File: src/sv/dce_pkg.sv
// Shared constants and word types for the curve evolution block.
`timescale 1ns / 1ps
`default_nettype none
package dce_pkg;

  localparam int MAX_POINTS = 64;
  localparam int COORD_BITS = 16;
  localparam int IDX_W      = $clog2(MAX_POINTS);
  localparam int CNT_W      = $clog2(MAX_POINTS + 1);
  localparam int REL_W      = 21;
  localparam logic [REL_W-1:0] REL_MAX = {REL_W{1'b1}};
  localparam int END_MUL    = 10;
  localparam int MIN_KEEP   = 3;

  // distance datapath widths
  localparam int U_W      = COORD_BITS + 1;
  localparam int SQ_W     = 2 * U_W;
  localparam int ROOT_TOP = 2 * COORD_BITS;
  localparam int D_W      = COORD_BITS + 1;
  localparam int RS_W     = D_W + 1;
  localparam int CALC_W   = (RS_W > REL_W) ? RS_W : REL_W;

  typedef struct packed {
    logic signed [COORD_BITS-1:0] y;
    logic signed [COORD_BITS-1:0] x;
  } point_t;

  typedef struct packed {
    logic signed [COORD_BITS-1:0] in_x;
    logic signed [COORD_BITS-1:0] in_y;
    logic                         in_last;
  } in_word_t;

  typedef struct packed {
    logic signed [COORD_BITS-1:0] out_x;
    logic signed [COORD_BITS-1:0] out_y;
    logic [IDX_W-1:0]             out_index;
    logic                         out_last;
  } out_word_t;

endpackage
`default_nettype wire

File: src/sv/dce_rel.sv
// Relevance unit: three distances through one bit-serial square root.
`timescale 1ns / 1ps
`default_nettype none
module dce_rel (
  input  wire logic                       clk,
  input  wire logic                       rst,
  input  wire logic                       start,
  input  wire dce_pkg::point_t            pa,
  input  wire dce_pkg::point_t            pb,
  input  wire dce_pkg::point_t            pc,
  output logic                            done,
  output logic [dce_pkg::REL_W-1:0]       rel
);
  import dce_pkg::*;

  typedef enum logic [5:0] {
    R_IDLE = 6'b000001,
    R_DIFF = 6'b000010,
    R_SQ   = 6'b000100,
    R_SUM  = 6'b001000,
    R_ROOT = 6'b010000,
    R_FIN  = 6'b100000
  } rstate_t;

  localparam logic [1:0] PH_AB = 2'd0;
  localparam logic [1:0] PH_BC = 2'd1;
  localparam logic [1:0] PH_AC = 2'd2;

  rstate_t         st;
  point_t          p0, p1, p2;
  logic [1:0]      ph;
  logic [U_W-1:0]  ux, uy;
  logic [SQ_W-1:0] sx, sy;
  logic [SQ_W-1:0] rem, res, bitv;
  logic [D_W-1:0]  d0, d1;

  point_t          sa, sb;
  logic [U_W-1:0]  dx, dy;
  logic [SQ_W-1:0] trial, res_nxt;
  logic            ge;
  logic [RS_W-1:0] sum_s, d2_s, rdiff;
  logic [CALC_W-1:0] rwide;

  always_comb begin
    case (ph)
      PH_AB:   begin sa = p0; sb = p1; end
      PH_BC:   begin sa = p1; sb = p2; end
      default: begin sa = p0; sb = p2; end
    endcase
    dx = {sa.x[COORD_BITS-1], sa.x} - {sb.x[COORD_BITS-1], sb.x};
    dy = {sa.y[COORD_BITS-1], sa.y} - {sb.y[COORD_BITS-1], sb.y};
    if (dx[U_W-1]) dx = -dx;
    if (dy[U_W-1]) dy = -dy;
    trial   = res + bitv;
    ge      = rem >= trial;
    res_nxt = ge ? ((res >> 1) + bitv) : (res >> 1);
    sum_s   = {1'b0, d0} + {1'b0, d1};
    d2_s    = {1'b0, res[D_W-1:0]};
    rdiff   = (sum_s >= d2_s) ? (sum_s - d2_s) : (d2_s - sum_s);
    rwide   = CALC_W'(rdiff);
  end

  always_ff @(posedge clk) begin
    done <= 1'b0;
    if (rst) begin
      st <= R_IDLE;
      ph <= PH_AB;
    end else begin
      unique case (st)
        R_IDLE: if (start) begin
          p0 <= pa; p1 <= pb; p2 <= pc;
          ph <= PH_AB;
          st <= R_DIFF;
        end
        R_DIFF: begin
          ux <= dx; uy <= dy;
          st <= R_SQ;
        end
        R_SQ: begin
          sx <= ux * ux; sy <= uy * uy;
          st <= R_SUM;
        end
        R_SUM: begin
          rem  <= sx + sy;
          res  <= '0;
          bitv <= SQ_W'(1) << ROOT_TOP;
          st   <= R_ROOT;
        end
        R_ROOT: begin
          if (ge) rem <= rem - trial;
          res  <= res_nxt;
          bitv <= bitv >> 2;
          if (bitv[0]) begin
            if (ph == PH_AB) begin
              d0 <= res_nxt[D_W-1:0]; ph <= PH_BC; st <= R_DIFF;
            end else if (ph == PH_BC) begin
              d1 <= res_nxt[D_W-1:0]; ph <= PH_AC; st <= R_DIFF;
            end else begin
              st <= R_FIN;
            end
          end
        end
        R_FIN: begin
          rel  <= (rwide > CALC_W'(REL_MAX)) ? REL_MAX : rwide[REL_W-1:0];
          done <= 1'b1;
          st   <= R_IDLE;
        end
        default: st <= R_IDLE;
      endcase
    end
  end

endmodule
`default_nettype wire

File: config.mk
export PLATFORM = sky130hd
export DESIGN_NAME = dce_rel
export DESIGN_NICKNAME = d
export VERILOG_FILES = /design/src/sv/dce_pkg.sv /design/src/sv/dce_rel.sv
export SDC_FILE = /design/constraint.sdc
export NUM_CORES = 2
export LEC_CHECK = 0
export CAP_MARGIN = 20
export CORE_ASPECT_RATIO = 1.2
export CORE_UTILIZATION = 25
export DETAILED_ROUTE_END_ITERATION = 12
export DONT_BUFFER_PORTS = 1
export HOLD_SLACK_MARGIN = 0.03
export PLACE_DENSITY_LB_ADDON = 0.15
export SYNTH_ARGS = -nofsm -noshare
export SYNTH_HDL_FRONTEND = slang
export SYNTH_SLANG_ARGS = --single-unit
export TNS_END_PERCENT = 10
File: constraint.sdc
create_clock -name clk -period 12.81 [get_ports clk]
set_input_delay 0.6405 -clock clk [delete_from_list [all_inputs] [get_ports clk]]
set_output_delay 0.6405 -clock clk [all_outputs]
set_load 0.005 [all_outputs]
==> impl_metrics.env <==
export IMPL_status="complete, but fails checks"
export IMPL_violations="DRC"
export IMPL_fin_skew_ns=0.0213
export IMPL_synth_ff_type="edfxtp_1"
export IMPL_place_ws_ns=5.24
export IMPL_rows=155
export IMPL_holdPathEnd="st[1]"
export IMPL_grt_pass1_wl_um=152000
export IMPL_antenna_found_initial=1
export IMPL_viasPerCell=4.38
export IMPL_final_area_mm2=0.0415
export IMPL_clock_sinks=342
export IMPL_synth_area_mux_share_pct=2.06
export IMPL_max_stage_delay_ns=0.84
export IMPL_synth_xor_area_share_pct=6.44
export IMPL_ys_seq_area_share_pct=27.1
export IMPL_core_area_mm2=0.149
export IMPL_cts_resized_gates=0
export IMPL_cts_buffers=45
export IMPL_wirelength_um=94100
export IMPL_clk_pin_slew_ns=0.07
export IMPL_crit_chain="nand2_1 -> fa_1 -> inv_1 -> fa_1 -> inv_1 -> fa_1 -> inv_1 -> fa_1 -> fa_1 -> inv_1 -> fa_1 -> inv_1 -> ha_1 -> and3_1 -> and3_1 -> a21oi_1 -> a211oi_1 -> a21oi_1 -> o311ai_0 -> a221oi_1 -> o21ai_0 -> a21oi_1 -> xnor2_1"
export IMPL_grt_pass1_vias=27600
export IMPL_grt_usage_pct=12.6
export IMPL_grt_max_degree=79
export IMPL_r2r_cells=23
export IMPL_leakage_uw=0.0186
export IMPL_place_gp_congestion=0.809
export IMPL_synth_seq_cells=342
export IMPL_slew_headroom_pct=36.6
export IMPL_synthToLayoutAreaGrowth_pct=10.4
export IMPL_fp_dieW_um=356
export IMPL_cp_required_ns=13.14
export IMPL_seqCellArea_mm2=0.0102
export IMPL_io_buffer_count=0
export IMPL_initial_core_util_pct=25.2
export IMPL_holdBufCountCts=0
export IMPL_dp_cells=5686
export IMPL_yosysWarnings=0
export IMPL_die_y_um=427
export IMPL_fmax_mhz=133
export IMPL_min_delay_start="rst"
export IMPL_min_path_cells=1
export IMPL_maxCapViolCount=0
export IMPL_fin_crit_sh_pct=58.9
export IMPL_finalNonFillerCells=5770
export IMPL_reg2reg_to="sx[33]"
export IMPL_end_kind="register"
export IMPL_htreeDepth=2
export IMPL_dpl_instance_area_mm2=0.0400
export IMPL_cts_root_buffer_cell="clkbuf_16"
export IMPL_first_pass_iters=11
export IMPL_holdWs_ns=0.109
export IMPL_cts_tree="built"
export IMPL_synth_compound_area_share_pct=11.4
export IMPL_synth_edf_count=333
export IMPL_cpMostUsedCell="fa_1"
export IMPL_synth_top_family_by_area="adder cells"
export IMPL_drc=2
export IMPL_routed_via_count=25300
export IMPL_antenna_left=0
export IMPL_path_buf_inv=5
export IMPL_fin_ws_ns=5.27
export IMPL_hpwlAfterDp_um=76800
export IMPL_reg2reg_slack_ns=5.27
export IMPL_synth_adder_area_share_pct=34.1
export IMPL_cp_data_arrival_time_ns=7.87
export IMPL_r2r_start="ux[7]"
export IMPL_critical_path_class="reg2reg"
export IMPL_finalHoldViolations=0
export IMPL_fp_dieArea_mm2=0.152
export IMPL_tns_ns=0
export IMPL_synthArstFlopShare_pct=0
export IMPL_worstSkewPairLatency_ns=0.61
export IMPL_drt_iter0_markers=788
export IMPL_hold_path_class="in2reg"
export IMPL_synthCells=3783
export IMPL_tightest_slew_ns=0.951
export IMPL_post_cts_setup_buffers=0
export IMPL_n_fill_cell=15800
export IMPL_setup_viol=0
export IMPL_finalNetCount=4663
export IMPL_synthesis_area_mm2=0.0376
export IMPL_crit_family="adder cells"
export IMPL_crit_fanout=17
export IMPL_synth_distinct_cells=83
export IMPL_multi_input_area_mm2=0.0247
export IMPL_gr_total_overflow=0
export IMPL_start_kind="register"
export IMPL_pin_count=121
export IMPL_power_density_mw_per_mm2=93.7
export IMPL_synth_simple_gate_area_share_pct=11.4
export IMPL_rsz0062_at_grt="no"
export IMPL_clk_path_buf_depth=3
export IMPL_peakVddDrop_mv=0.135
export IMPL_finalMaxSlewViolations=0
export IMPL_worst_path_max_delay_cell="edfxtp_1"
export IMPL_wl_per_cell_um=16.3
export IMPL_layout_drive_gt1_share_pct=4.62
export IMPL_period_needed_ns=7.54
export IMPL_avgSynthCellArea_um2=9.95
-- Yosys cell counts, types with 34 or more instances --
library cell / count / area [µm²]
clkbuf_1: 77 / 289
ha_1: 405 / 5070
o21ai_0: 156 / 781
inv_1: 660 / 2480
a31oi_1: 42 / 263
and2_1: 152 / 951
nor2b_1: 34 / 213
nor2_1: 176 / 661
nand2b_1: 34 / 213
mux2_2: 34 / 383
mux2i_1: 39 / 390
o21bai_1: 37 / 278
nand2_1: 304 / 1140
edfxtp_1: 333 / 10000
nand3_1: 34 / 170
fa_1: 388 / 7770
xnor2_1: 174 / 1520
a21oi_1: 189 / 946
a21o_1: 86 / 646
xor2_1: 101 / 885
-- flip-flops by register name (all words and copies together) (netlist names), 18 cells and up --
register  flops
sy           33
p1           32
rel          18
sx           33
p0           32
res          34
rem          34
p2           32
-- report_power, final --
| group | leakage (µW) | total (µW) | switching (µW) | internal (µW) |
|---|---|---|---|---|
| Sequential | 0.00324 | 1320 | 10.9 | 1300 |
| Clock | 0.000741 | 1330 | 530 | 801 |
| Combinational | 0.0146 | 1250 | 742 | 506 |
| Total | 0.0186 | 3890 | 1280 | 2610 |
-- metal layers --
metal	share of wire (%)	vias up	GRT usage, %
li1	-	12600	-
met1	42	12300	14.2
met2	54	289	24.8
met3	2.6	88	1.53
met4	1.8	2	2.48
met5	0.011	-	0
-- cell families (layout without fill, tap and decap cells) --
| kind of cell | count (synthesis) | count (layout) |
|---|---|---|
| muxes | 73 | 73 |
| and+or+nand+nor | 877 | 877 |
| other | 1 | 4 |
| buffers and inverters | 748 | 770 |
| DFF | 342 | 342 |
| AOI/OAI and AO/OA | 673 | 673 |
| xor gates and xnor gates | 276 | 276 |
| adders and majority gates | 793 | 793 |
-- worst max-delay path by stage --
stage          startpoint     end  cells after the start
2_1_floorplan       st[2]   p0[0]                      3
3_3_place_gp        ux[7]  sx[33]                     23
3_5_place_dp        ux[7]  sx[33]                     23
4_1_cts             ux[7]  sx[33]                     23
5_1_grt            ux[11]  sx[33]                     23
6_report            ux[7]  sx[33]                     23
-- placed cells by master, fill, tap and decap left out, drive strengths merged, types with 17 or more instances in the layout --
cell type  netlist  routed
nor2b           34      34
buf             11      27
xor2           102     102
and2           152     152
o21a            24      24
ha             405     405
nand3           34      34
fa             388     388
and3            20      20
mux2            34      34
a211oi          28      28
xnor2          174     174
o21ai          159     159
nand2          304     304
or3             21      21
a21o            86      86
edfxtp         333     333
inv            660     662
clkbuf          77      59
nand2b          34      34
a21oi          189     189
a31oi           42      42
o21bai          37      37
nor2           176     176
nor3            33      33
mux2i           39      39
o31ai           17      17
nand4           22      22
-- layout make-up --
cell class / instances / area share [%]
sequential: 342 / 24.5
inverter: 660 / 5.96
tap: 1962 / 5.91
antenna: 1 / 0.00602
clock buffer: 59 / 2.96
timing repair buffer: 27 / 0.488
multi-input combinational: 2695 / 59.4
clock inverter: 24 / 0.753
-- metrics by stage --
stage	power (µW)	utilization [%]
CTS	4000	27.9
global route	4170	27.9
finish	3890	27.9
global placement	2620	26.8
detailed placement	2630	26.8
floorplan	2250	-
No activity file was read; power rests on OpenSTA's default activity.
